### src/rtl/rrwn_pkg.sv
`timescale 1ns / 1ps
// ---------------------------------------------------------------------------
// rrwn_pkg
// Shared types and codes for the realtime receive window with NACK queue.
// ---------------------------------------------------------------------------
package rrwn_pkg;

   localparam int SEQ_W  = 31;
   localparam int TIME_W = 32;

   localparam logic [SEQ_W-1:0] SEQ_MAX    = 31'h7FFF_FFFF;
   localparam logic [SEQ_W-1:0] HIST_RESET = 31'd1000000;

   // request opcode
   typedef enum logic {
      OP_DATA  = 1'b0,
      OP_FLUSH = 1'b1
   } op_type;

   // result kind
   typedef enum logic [1:0] {
      KIND_VERDICT = 2'd0,
      KIND_NACK    = 2'd1,
      KIND_EMPTY   = 2'd2
   } kind_type;

   // packet verdict
   typedef enum logic [1:0] {
      VERD_NEW  = 2'd0,
      VERD_LATE = 2'd1,
      VERD_OLD  = 2'd2,
      VERD_DUP  = 2'd3
   } verdict_type;

   // sequencer states
   typedef enum logic [3:0] {
      ST_CLEAR,
      ST_IDLE,
      ST_DUP,
      ST_AGE_RD,
      ST_AGE_CHK,
      ST_DECIDE,
      ST_MOD,
      ST_FORCE,
      ST_GAP,
      ST_NACK,
      ST_RESP,
      ST_FL_RD,
      ST_FL_LOAD,
      ST_FL_RESP
   } state_type;

endpackage

### src/rtl/realtime_receive_window_nack_unit.sv
`timescale 1ns / 1ps
// An in-order packet passes tail aging (each cell walked is read, then checked), clearing of
// skipped cells, a forced tail move when needed and the queueing of each NACK; a jump of the
// window depth or more first needs a slot reduction (product, remainder, correction). An old
// packet gets its result in the next cycle; a duplicate first checks its cell's received flag.
// A flush hands over each queued NACK after a NACK memory read and a load.
// One request is worked on at a time; the registered cell memory read sets the walk rate.
// Reset is synchronous; then a clearing pass over all WINDOW_DEPTH cells holds req_tready low.
// ---------------------------------------------------------------------------
// realtime_receive_window_nack_unit
// Receive window of one realtime link: classifies packets, ages the tail,
// clears gaps and queues missing numbers as NACKs, flushed on request.
// ---------------------------------------------------------------------------
module realtime_receive_window_nack_unit #(
   parameter int WINDOW_DEPTH  = 64,
   parameter int NACK_CAPACITY = 32
) (
   input  logic        clock,
   input  logic        reset,
   // configuration: history_time_us
   input  logic        csr_valid,
   output logic        csr_ready,
   input  logic [30:0] csr_data,
   // request channel
   input  logic        req_tvalid,
   output logic        req_tready,
   input  logic [63:0] req_tdata,   // seq_num[30:0], now_us[62:31], zero [63]
   input  logic [0:0]  req_tuser,   // opcode[0]
   // result channel
   output logic        rsp_tvalid,
   input  logic        rsp_tready,
   output logic [95:0] rsp_tdata,   // verdict[1:0], nack_seq[32:2], window_head[63:33],
                                    // window_tail[94:64], nack_request[95]
   output logic [1:0]  rsp_tuser,   // kind[1:0]
   output logic        rsp_tlast
);

   import rrwn_pkg::*;

   localparam int SW  = (WINDOW_DEPTH > 1) ? $clog2(WINDOW_DEPTH) : 1;
   localparam int CW  = $clog2(WINDOW_DEPTH + 1);
   localparam int NW  = (NACK_CAPACITY > 1) ? $clog2(NACK_CAPACITY) : 1;
   localparam int NCW = $clog2(NACK_CAPACITY + 1);

   localparam logic [SEQ_W-1:0] DEPTH_SEQ = SEQ_W'(WINDOW_DEPTH);
   localparam logic [CW-1:0]    DEPTH_CNT = CW'(WINDOW_DEPTH);
   localparam logic [SW:0]      DEPTH_SUM = (SW+1)'(WINDOW_DEPTH);
   localparam logic [SW-1:0]    LAST_SLOT = SW'(WINDOW_DEPTH - 1);
   localparam logic [NCW-1:0]   CAP_CNT   = NCW'(NACK_CAPACITY);
   localparam logic [4:0]       MOD_LAST  = 5'd2;

   // reciprocal of the window depth, scaled by 2^(SEQ_W+SW)
   localparam logic [63:0]      RECIP_WIDE = (64'd1 << (SEQ_W + SW)) / 64'(WINDOW_DEPTH);
   localparam logic [31:0]      RECIP      = RECIP_WIDE[31:0];

   // slot arithmetic modulo the window depth
   function automatic logic [SW-1:0] slot_add(input logic [SW-1:0] a, input logic [SW-1:0] b);
      logic [SW:0] sum;
      sum = {1'b0, a} + {1'b0, b};
      if (sum >= DEPTH_SUM) begin
         sum = sum - DEPTH_SUM;
      end
      return sum[SW-1:0];
   endfunction

   function automatic logic [SW-1:0] slot_inc(input logic [SW-1:0] a);
      return (a == LAST_SLOT) ? '0 : a + SW'(1);
   endfunction

   // registers
   state_type              state_ff, state_in;
   logic [SEQ_W-1:0]       hist_ff, hist_in;
   logic [SEQ_W-1:0]       head_ff, head_in;
   logic [SEQ_W-1:0]       tail_ff, tail_in;
   logic [SW-1:0]          head_slot_ff, head_slot_in;
   logic [SW-1:0]          tail_slot_ff, tail_slot_in;
   logic [NCW-1:0]         cnt_ff, cnt_in;
   logic [SW-1:0]          ptr_slot_ff, ptr_slot_in;
   logic [SEQ_W-1:0]       ptr_ff, ptr_in;
   logic [SEQ_W-1:0]       seq_ff, seq_in;
   logic [TIME_W-1:0]      now_ff, now_in;
   logic [SW-1:0]          s_slot_ff, s_slot_in;
   logic [CW-1:0]          rem_ff, rem_in;
   logic                   force_ff, force_in;
   logic [NCW-1:0]         fk_ff, fk_in;
   logic [SEQ_W+31:0]      mod_prod_ff, mod_prod_in;
   logic [SEQ_W-1:0]       mod_rem_ff, mod_rem_in;
   logic [4:0]             mod_cnt_ff, mod_cnt_in;
   kind_type               out_kind_ff, out_kind_in;
   verdict_type            out_verdict_ff, out_verdict_in;
   logic [SEQ_W-1:0]       out_nack_ff, out_nack_in;
   logic                   out_req_ff, out_req_in;
   logic                   out_last_ff, out_last_in;

   // memories
   logic [TIME_W:0]        cell_mem [WINDOW_DEPTH];
   logic [TIME_W:0]        cell_rd_ff;
   logic                   cell_we;
   logic [SW-1:0]          cell_waddr;
   logic [TIME_W:0]        cell_wdata;
   logic [SW-1:0]          cell_raddr;
   logic [SEQ_W-1:0]       nack_mem [NACK_CAPACITY];
   logic [SEQ_W-1:0]       nack_rd_ff;
   logic                   nack_we;

   // request fields and shared arithmetic
   logic [SEQ_W-1:0]       in_seq;
   logic [TIME_W-1:0]      in_now;
   logic                   in_flush;
   logic                   req_fire;
   logic                   rsp_fire;
   logic [SEQ_W-1:0]       in_off;
   logic [SW-1:0]          in_slot;
   logic [SEQ_W-1:0]       seq_tail;
   logic [SEQ_W-1:0]       seq_head;
   logic [SEQ_W-1:0]       force_run;
   logic                   force_now;
   logic [CW-1:0]          force_cnt;
   logic [CW-1:0]          gap_cnt;
   logic [TIME_W-1:0]      age_diff;
   logic                   cell_rcv;
   logic                   aged;
   logic [SEQ_W-1:0]       mod_quot;
   logic [SEQ_W-1:0]       mod_fix;
   logic                   nack_done;

   assign in_seq   = req_tdata[30:0];
   assign in_now   = req_tdata[62:31];
   assign in_flush = (op_type'(req_tuser[0]) == OP_FLUSH);
   assign req_fire = req_tvalid && req_tready;
   assign rsp_fire = rsp_tvalid && rsp_tready;

   assign in_off    = in_seq - tail_ff;
   assign in_slot   = slot_add(tail_slot_ff, in_off[SW-1:0]);
   assign seq_tail  = seq_ff - tail_ff;
   assign seq_head  = seq_ff - head_ff;
   assign force_now = (seq_tail >= DEPTH_SEQ);
   assign force_run = seq_tail - DEPTH_SEQ + SEQ_W'(1);
   assign force_cnt = (force_run > DEPTH_SEQ) ? DEPTH_CNT : CW'(force_run);
   assign gap_cnt   = (seq_head >= DEPTH_SEQ) ? DEPTH_CNT : CW'(seq_head);

   // signed 32-bit age, released only when positive and beyond the history
   assign cell_rcv = cell_rd_ff[TIME_W];
   assign age_diff = now_ff - cell_rd_ff[TIME_W-1:0];
   assign aged     = !age_diff[TIME_W-1] && (age_diff[TIME_W-2:0] > hist_ff);

   // slot of a far number: reciprocal quotient, remainder, one correction
   assign mod_quot = SEQ_W'(mod_prod_ff >> (SEQ_W + SW));
   assign mod_fix  = (mod_rem_ff >= DEPTH_SEQ) ? mod_rem_ff - DEPTH_SEQ : mod_rem_ff;

   assign nack_done = (ptr_ff == seq_ff) || (cnt_ff == CAP_CNT);

   // next state
   always_comb begin
      state_in = state_ff;
      unique case (state_ff)
         ST_CLEAR: begin
            if (ptr_slot_ff == LAST_SLOT) state_in = ST_IDLE;
         end
         ST_IDLE: begin
            if (req_fire) begin
               priority if (in_flush) begin
                  state_in = (cnt_ff == '0) ? ST_RESP : ST_FL_RD;
               end else if (in_seq < tail_ff) begin
                  state_in = ST_RESP;
               end else if (in_seq < head_ff) begin
                  state_in = ST_DUP;
               end else begin
                  state_in = ST_AGE_RD;
               end
            end
         end
         ST_DUP: begin
            state_in = cell_rcv ? ST_RESP : ST_AGE_RD;
         end
         ST_AGE_RD: begin
            state_in = (ptr_ff >= head_ff) ? ST_DECIDE : ST_AGE_CHK;
         end
         ST_AGE_CHK: begin
            state_in = (!cell_rcv || aged) ? ST_AGE_RD : ST_DECIDE;
         end
         ST_DECIDE: begin
            priority if (seq_ff >= head_ff) begin
               if (seq_head >= DEPTH_SEQ) begin
                  state_in = ST_MOD;
               end else begin
                  state_in = force_now ? ST_FORCE : ST_GAP;
               end
            end else begin
               state_in = ST_RESP;
            end
         end
         ST_MOD: begin
            if (mod_cnt_ff == MOD_LAST) state_in = force_ff ? ST_FORCE : ST_GAP;
         end
         ST_FORCE: begin
            if (rem_ff == '0) state_in = ST_GAP;
         end
         ST_GAP: begin
            if (rem_ff == '0) state_in = ST_NACK;
         end
         ST_NACK: begin
            if (nack_done) state_in = ST_RESP;
         end
         ST_RESP: begin
            if (rsp_fire) state_in = ST_IDLE;
         end
         ST_FL_RD: begin
            state_in = ST_FL_LOAD;
         end
         ST_FL_LOAD: begin
            state_in = ST_FL_RESP;
         end
         ST_FL_RESP: begin
            if (rsp_fire) state_in = out_last_ff ? ST_IDLE : ST_FL_RD;
         end
         default: begin
            state_in = ST_CLEAR;
         end
      endcase
   end

   // handshakes and memory controls
   always_comb begin
      req_tready = 1'b0;
      rsp_tvalid = 1'b0;
      cell_we    = 1'b0;
      cell_waddr = ptr_slot_ff;
      cell_wdata = {1'b0, now_ff};
      nack_we    = 1'b0;
      unique case (state_ff)
         ST_CLEAR: begin
            cell_we = 1'b1;
         end
         ST_IDLE: begin
            req_tready = 1'b1;
         end
         ST_AGE_CHK: begin
            cell_we = cell_rcv && aged;
         end
         ST_DECIDE: begin
            // late fill still inside the window after aging
            if ((seq_ff < head_ff) && (seq_ff >= tail_ff)) begin
               cell_we    = 1'b1;
               cell_waddr = s_slot_ff;
               cell_wdata = {1'b1, now_ff};
            end
         end
         ST_FORCE, ST_GAP: begin
            cell_we = (rem_ff != '0);
         end
         ST_NACK: begin
            if (nack_done) begin
               cell_we    = 1'b1;
               cell_waddr = s_slot_ff;
               cell_wdata = {1'b1, now_ff};
            end else begin
               nack_we = 1'b1;
            end
         end
         ST_RESP, ST_FL_RESP: begin
            rsp_tvalid = 1'b1;
         end
         default: begin
         end
      endcase
   end

   assign cell_raddr = (state_ff == ST_IDLE) ? in_slot : ptr_slot_ff;
   assign csr_ready  = 1'b1;

   // datapath next values
   always_comb begin
      hist_in        = hist_ff;
      head_in        = head_ff;
      tail_in        = tail_ff;
      head_slot_in   = head_slot_ff;
      tail_slot_in   = tail_slot_ff;
      cnt_in         = cnt_ff;
      ptr_slot_in    = ptr_slot_ff;
      ptr_in         = ptr_ff;
      seq_in         = seq_ff;
      now_in         = now_ff;
      s_slot_in      = s_slot_ff;
      rem_in         = rem_ff;
      force_in       = force_ff;
      fk_in          = fk_ff;
      mod_prod_in    = mod_prod_ff;
      mod_rem_in     = mod_rem_ff;
      mod_cnt_in     = mod_cnt_ff;
      out_kind_in    = out_kind_ff;
      out_verdict_in = out_verdict_ff;
      out_nack_in    = out_nack_ff;
      out_req_in     = out_req_ff;
      out_last_in    = out_last_ff;

      if (csr_valid && csr_ready) hist_in = csr_data;

      unique case (state_ff)
         ST_CLEAR: begin
            ptr_slot_in = slot_inc(ptr_slot_ff);
         end
         ST_IDLE: begin
            if (req_fire) begin
               seq_in         = in_seq;
               now_in         = in_now;
               s_slot_in      = in_slot;
               ptr_in         = tail_ff;
               ptr_slot_in    = tail_slot_ff;
               fk_in          = '0;
               out_kind_in    = in_flush ? KIND_EMPTY : KIND_VERDICT;
               out_verdict_in = in_flush ? VERD_NEW : VERD_OLD;
               out_nack_in    = '0;
               out_req_in     = 1'b0;
               out_last_in    = 1'b1;
            end
         end
         ST_DUP: begin
            out_verdict_in = VERD_DUP;
         end
         ST_AGE_CHK: begin
            if (!cell_rcv || aged) begin
               ptr_in      = ptr_ff + SEQ_W'(1);
               ptr_slot_in = slot_inc(ptr_slot_ff);
            end
            if (cell_rcv && aged) begin
               tail_in      = ptr_ff + SEQ_W'(1);
               tail_slot_in = slot_inc(ptr_slot_ff);
            end
         end
         ST_DECIDE: begin
            if (seq_ff >= head_ff) begin
               force_in    = force_now;
               s_slot_in   = slot_add(head_slot_ff, seq_head[SW-1:0]);
               rem_in      = force_now ? force_cnt : gap_cnt;
               ptr_slot_in = force_now ? tail_slot_ff : head_slot_ff;
               ptr_in      = head_ff;
               mod_cnt_in  = '0;
            end else begin
               out_verdict_in = (seq_ff < tail_ff) ? VERD_OLD : VERD_LATE;
            end
         end
         ST_MOD: begin
            mod_cnt_in = mod_cnt_ff + 5'd1;
            if (mod_cnt_ff == 5'd0) begin
               mod_prod_in = (SEQ_W+32)'(seq_ff) * (SEQ_W+32)'(RECIP);
            end
            if (mod_cnt_ff == 5'd1) begin
               mod_rem_in = seq_ff - mod_quot * DEPTH_SEQ;
            end
            if (mod_cnt_ff == MOD_LAST) s_slot_in = mod_fix[SW-1:0];
         end
         ST_FORCE: begin
            if (rem_ff == '0) begin
               rem_in      = gap_cnt;
               ptr_slot_in = head_slot_ff;
            end else begin
               rem_in      = rem_ff - CW'(1);
               ptr_slot_in = slot_inc(ptr_slot_ff);
            end
         end
         ST_GAP: begin
            if (rem_ff != '0) begin
               rem_in      = rem_ff - CW'(1);
               ptr_slot_in = slot_inc(ptr_slot_ff);
            end
         end
         ST_NACK: begin
            if (nack_done) begin
               // commit the new packet
               if (seq_ff < SEQ_MAX) begin
                  head_in      = seq_ff + SEQ_W'(1);
                  head_slot_in = slot_inc(s_slot_ff);
               end else begin
                  head_in      = SEQ_MAX;
                  head_slot_in = s_slot_ff;
               end
               if (force_ff) begin
                  tail_in      = seq_ff - DEPTH_SEQ + SEQ_W'(1);
                  tail_slot_in = slot_inc(s_slot_ff);
               end
               out_verdict_in = VERD_NEW;
               out_req_in     = (cnt_ff != '0);
            end else begin
               cnt_in = cnt_ff + NCW'(1);
               ptr_in = ptr_ff + SEQ_W'(1);
            end
         end
         ST_FL_LOAD: begin
            out_kind_in    = KIND_NACK;
            out_verdict_in = VERD_NEW;
            out_nack_in    = nack_rd_ff;
            out_req_in     = 1'b0;
            out_last_in    = (fk_ff + NCW'(1) == cnt_ff);
         end
         ST_FL_RESP: begin
            if (rsp_fire) begin
               if (out_last_ff) cnt_in = '0;
               else             fk_in  = fk_ff + NCW'(1);
            end
         end
         default: begin
         end
      endcase
   end

   // control registers
   always_ff @(posedge clock) begin
      if (reset) begin
         state_ff     <= ST_CLEAR;
         hist_ff      <= HIST_RESET;
         head_ff      <= '0;
         tail_ff      <= '0;
         head_slot_ff <= '0;
         tail_slot_ff <= '0;
         cnt_ff       <= '0;
         ptr_slot_ff  <= '0;
      end else begin
         state_ff     <= state_in;
         hist_ff      <= hist_in;
         head_ff      <= head_in;
         tail_ff      <= tail_in;
         head_slot_ff <= head_slot_in;
         tail_slot_ff <= tail_slot_in;
         cnt_ff       <= cnt_in;
         ptr_slot_ff  <= ptr_slot_in;
      end
   end

   // payload registers
   always_ff @(posedge clock) begin
      ptr_ff         <= ptr_in;
      seq_ff         <= seq_in;
      now_ff         <= now_in;
      s_slot_ff      <= s_slot_in;
      rem_ff         <= rem_in;
      force_ff       <= force_in;
      fk_ff          <= fk_in;
      mod_prod_ff    <= mod_prod_in;
      mod_rem_ff     <= mod_rem_in;
      mod_cnt_ff     <= mod_cnt_in;
      out_kind_ff    <= out_kind_in;
      out_verdict_ff <= out_verdict_in;
      out_nack_ff    <= out_nack_in;
      out_req_ff     <= out_req_in;
      out_last_ff    <= out_last_in;
   end

   // cell memory: received flag and arrival time
   always_ff @(posedge clock) begin
      if (cell_we) cell_mem[cell_waddr] <= cell_wdata;
      cell_rd_ff <= cell_mem[cell_raddr];
   end

   // nack list memory
   always_ff @(posedge clock) begin
      if (nack_we) nack_mem[cnt_ff[NW-1:0]] <= ptr_ff;
      nack_rd_ff <= nack_mem[fk_ff[NW-1:0]];
   end

   // result port
   assign rsp_tdata = {out_req_ff, tail_ff, head_ff, out_nack_ff, out_verdict_ff};
   assign rsp_tuser = out_kind_ff;
   assign rsp_tlast = out_last_ff;

`ifndef SYNTHESIS
   a_window_span: assert property (@(posedge clock) disable iff (reset)
      (head_ff >= tail_ff) && ((head_ff - tail_ff) <= DEPTH_SEQ))
      else $error("window span out of range");

   a_nack_count: assert property (@(posedge clock) disable iff (reset)
      cnt_ff <= CAP_CNT)
      else $error("nack count above capacity");

   a_one_side: assert property (@(posedge clock) disable iff (reset)
      !(req_tready && rsp_tvalid))
      else $error("request taken while a result is pending");

   a_flush_empties: assert property (@(posedge clock) disable iff (reset)
      (state_ff == ST_FL_RESP) && rsp_fire && rsp_tlast |=> (cnt_ff == '0))
      else $error("nack list not emptied after flush");

   a_slots: assert property (@(posedge clock) disable iff (reset)
      (head_slot_ff <= LAST_SLOT) && (tail_slot_ff <= LAST_SLOT))
      else $error("slot pointer beyond window depth");
`endif

endmodule

### config.mk
export PLATFORM = sky130hd
export DESIGN_NAME = realtime_receive_window_nack_unit
export DESIGN_NICKNAME = d
export VERILOG_FILES = /design/src/rtl/rrwn_pkg.sv /design/src/rtl/realtime_receive_window_nack_unit.sv
export SDC_FILE = /design/constraint.sdc
export NUM_CORES = 2
export LEC_CHECK = 0
export CAP_MARGIN = 20
export CORE_ASPECT_RATIO = 1.75
export CORE_MARGIN = 2
export CORE_UTILIZATION = 41
export CTS_CLUSTER_DIAMETER = 120
export DETAILED_ROUTE_END_ITERATION = 16
export DONT_BUFFER_PORTS = 1
export MAX_ROUTING_LAYER = met4
export PLACE_DENSITY = 0.53
export SLEW_MARGIN = 40
export SYNTH_ARGS = -nofsm -noshare
export SYNTH_HDL_FRONTEND = slang
export SYNTH_SLANG_ARGS = --single-unit
export TNS_END_PERCENT = 5
### constraint.sdc
create_clock -name clock -period 14.52 [get_ports clock]
set_input_delay 4.356 -clock clock [delete_from_list [all_inputs] [get_ports clock]]
set_output_delay 4.356 -clock clock [all_outputs]
set_load 0.02 [all_outputs]
==> flow_summary_export.csv <==
group,metric,value,unit
synthesis,synth_edf_count,3266,
synthesis,synth_top_cell_by_area,"edfxtp_1",
detailed_routing,drtPass1Iterations,5,
clock_network,clockBufferDepth,4,
final_layout,postLayoutCoreUtil,46.3,%
synthesis,ys_types,96,
floorplan,die-area,0.354,mm2
power_and_ir_drop,vdd_drop_max,0.0977,mV
clock_network,clk_pin_slew,0.07,ns
job,cap_violations,0,
worst_setup_path,cp-end-kind,"flop",
timing,setup_ws,6.04,ns
timing,slew_violations,0,
timing,rsz0062_at_grt,"no",
timing,maxSlewHeadroom,39.6,%
synthesis,yosys_warnings,0,
timing,post-route-min-period,8.48,ns
worst_setup_path,startpoint_type,"input pin",
synthesis,synth-compound-area-share,5.21,%
floorplan,start_util,41.1,%
synthesis,netlist.area_leader.share,68.5,%
timing,max_freq,118,MHz
detailed_routing,drt-initial-drc-count,6525,
worst_setup_path,cp_data_arrival_time,9.23,ns
global_route,grt_pass1_wl,600,mm
timing,final.setup.tns,0,ns
worst_setup_path,required,15.27,ns
floorplan,die_y,786,um
synthesis,syn_nets,8340,
clock_network,hold_buffers,0,
placement,placed_cells,12440,
placement,place.port_buffers,0,
status,status,"completed",
clock_network,cts_resized,0,
synthesis,synth-async-reset-ratio,0,%
clock_network,cts_tree,"done",
detailed_routing,remaining_drc_errors,0,
global_route,antenna_found_initial,5,
placement,gp_congestion,0.907,
clock_network,numCtsBuffers,330,
placement,place_ws,5.01,ns
synthesis,synthSimpleGateAreaFrac,4.77,%
timing,finalClockSkew,0.0968,ns
timing,finalHoldViolCount,0,
global_route,gr-total-overflow,0,
power_and_ir_drop,p_leak,50.9,nW
global_route,grt_max_degree,110,
detailed_routing,wl_per_cell,32.7,um
synthesis,synth-xor-area-share,1.29,%
detailed_routing,viasPerCell,5.88,
global_route,grt_usage,24.6,%
synthesis,synthFlopType,"edfxtp_1",
synthesis,muxShareOfSynthArea,13.8,%
detailed_routing,num_vias,76676,
timing,setup_viol,0,
detailed_routing,ant_nets,0,
final_layout,synthToLayoutAreaGrowth,12.7,%
final_layout,drive_above_1_share,21.2,%
synthesis,synth_area,0.143,mm2
clock_network,clock-sinks,3451,
timing,fin_crit_sh,58.4,%
synthesis,synth_cells,7993,
worst_setup_path,crit_type,"in2reg",
power_and_ir_drop,p_per_area,126,mW/mm2
final_layout,layoutNonFillerInstCount,13051,
placement,place_hpwl,256,mm
synthesis,postSynthAreaPerCell,17.9,um2
synthesis,synth_fa_ha_area_share,2.18,%
clock_network,htreeDepth,5,
floorplan,fp.coreArea,0.348,mm2
synthesis,yosys_register_bits,3451,
hold_path,min_path_type,"reg2reg",
clock_network,cts_setup_buffers,0,
global_route,grt_pass1_vias,79736,
synthesis,synth_top_family_by_area,"multiplexers",
clock_network,cts_root_buf,"clkbuf_16",
synthesis,synthTopCellsByArea,"edfxtp_1 68%, mux4_2 13%, dfxtp_1 2.6%, ha_1 2.1%, nand2_1 1.3%",
clock_network,clock_latency,0.94,ns
floorplan,ioPinCount,203,
detailed_routing,drt_wl_total,427,mm
worst_setup_path,r2r_slack,6.32,ns
floorplan,die_w,451,um
final_layout,final_nets,8502,
synthesis,yosysSeqAreaShare,71.1,%
floorplan,std_cell_rows,287,
power_and_ir_drop,p_total,0.0204,W
timing,tightest_slew,0.905,ns
worst_setup_path,critPathMaxFanout,87,
stage by stage:
step | hold WS [ns] | instance area [um2]
2_1_floorplan | 0.449 | 143000
3_3_place_gp | 0.481 | 150000
3_5_place_dp | 0.488 | 151000
4_1_cts | 0.502 | 161000
5_1_grt | 0.521 | 161000
6_report | 0.499 | 161000
flip-flops by register name, indices dropped and copies added, names as in the netlist, 31 cells and up:
| signal | cells |
|---|---|
| head_ff | 31 |
| cell_rd_ff | 33 |
| nack_mem | 992 |
| tail_ff | 31 |
| out_nack_ff | 31 |
| cell_mem | 2112 |
| now_ff | 32 |
| nack_rd_ff | 31 |
| seq_ff | 31 |
| ptr_ff | 31 |
| hist_ff | 31 |
final cells by class:
type                    instances  area [um2]
inverters                     194         731
clock buffers                 430        8990
well taps                    4624        5790
clock inverters               170        1520
flip-flops and latches       3451      102000
repair buffers                270        2550
diodes                          4        10.0
fillers                     29697      187000
multi-input cells            3908       40100
cells in the mapped netlist, drive strengths merged (87+ instances only):
cell type	instances
edfxtp	3266
mux4	838
nand2	484
nor2	343
clkbuf	317
a21oi	249
ha	240
a211oi	209
inv	192
dfxtp	185
and2	178
o21ai	145
xor2	124
buf	123
a311oi	92
a31oi	90
xnor2	87
per-layer routing:
layer	part of all wire [%]	GRT usage, %	vias up
met5	0	-	-
met4	4.4	9.17	0
met3	4.2	2.71	711
met2	56	45.9	2304
met1	36	26.6	41020
li1	-	-	32641
worst max-delay path: stages:
cell	delay, ns
inv_1	0.04
ha_1	0.13
inv_1	0.06
fa_1	0.55
inv_1	0.07
fa_1	0.54
nor2_1	0.09
a21oi_4	0.59
buf_12	0.46
buf_4	0.76
mux4_2	0.40
and2_1	0.16
a211oi_1	0.27
a311oi_1	0.09
a21oi_1	0.36
a21oi_1	0.14
placed cells by master (no fill, tap or decap), types with 60 or more instances in the layout:
| master | synthesis | routed |
|---|---|---|
| clkbuf_16 | 0 | 338 |
| and2_1 | 174 | 173 |
| clkbuf_1 | 317 | 72 |
| nor2_1 | 342 | 242 |
| xor2_1 | 124 | 124 |
| a21oi_1 | 249 | 245 |
| xnor2_1 | 87 | 86 |
| nand2_1 | 484 | 483 |
| edfxtp_1 | 3266 | 3266 |
| a311oi_1 | 92 | 91 |
| a211oi_1 | 208 | 204 |
| nor3_1 | 66 | 63 |
| dfxtp_1 | 185 | 185 |
| buf_4 | 2 | 211 |
| inv_1 | 192 | 191 |
| nand3_1 | 85 | 84 |
| o21ai_0 | 138 | 136 |
| a21o_1 | 83 | 83 |
| ha_1 | 240 | 240 |
| a31oi_1 | 90 | 87 |
| nand4_1 | 60 | 60 |
| mux4_2 | 838 | 838 |
| nor2_4 | 0 | 96 |
report_power, final:
group          leakage [nW]  total (W)  switching [W]  internal, W
registers              31.0     0.0108      0.0000253       0.0108
clock network          5.15    0.00861        0.00382      0.00479
logic                  14.7    0.00100       0.000579     0.000424
logic make-up after synthesis:
| kind of cell | count (synthesis) |
|---|---|
| xor+xnor | 211 |
| fa+ha+maj | 246 |
| mux | 923 |
| flops | 3451 |
| simple gates | 1426 |
| compound gates | 1101 |
| buf+inv | 634 |
| other cells | 1 |
worst paths after layout:
kind | from | end | cells after the start
setup / recovery | req_tdata[0] | cell_rd_ff[12] | 16
hold / removal | hist_ff[13] | hist_ff[13] | 2
setup reg to reg | now_ff[0] | cell_mem[46][20] | 31
hold reg to reg | hist_ff[13] | hist_ff[13] | 2
Power figures use the tool's default switching activity.
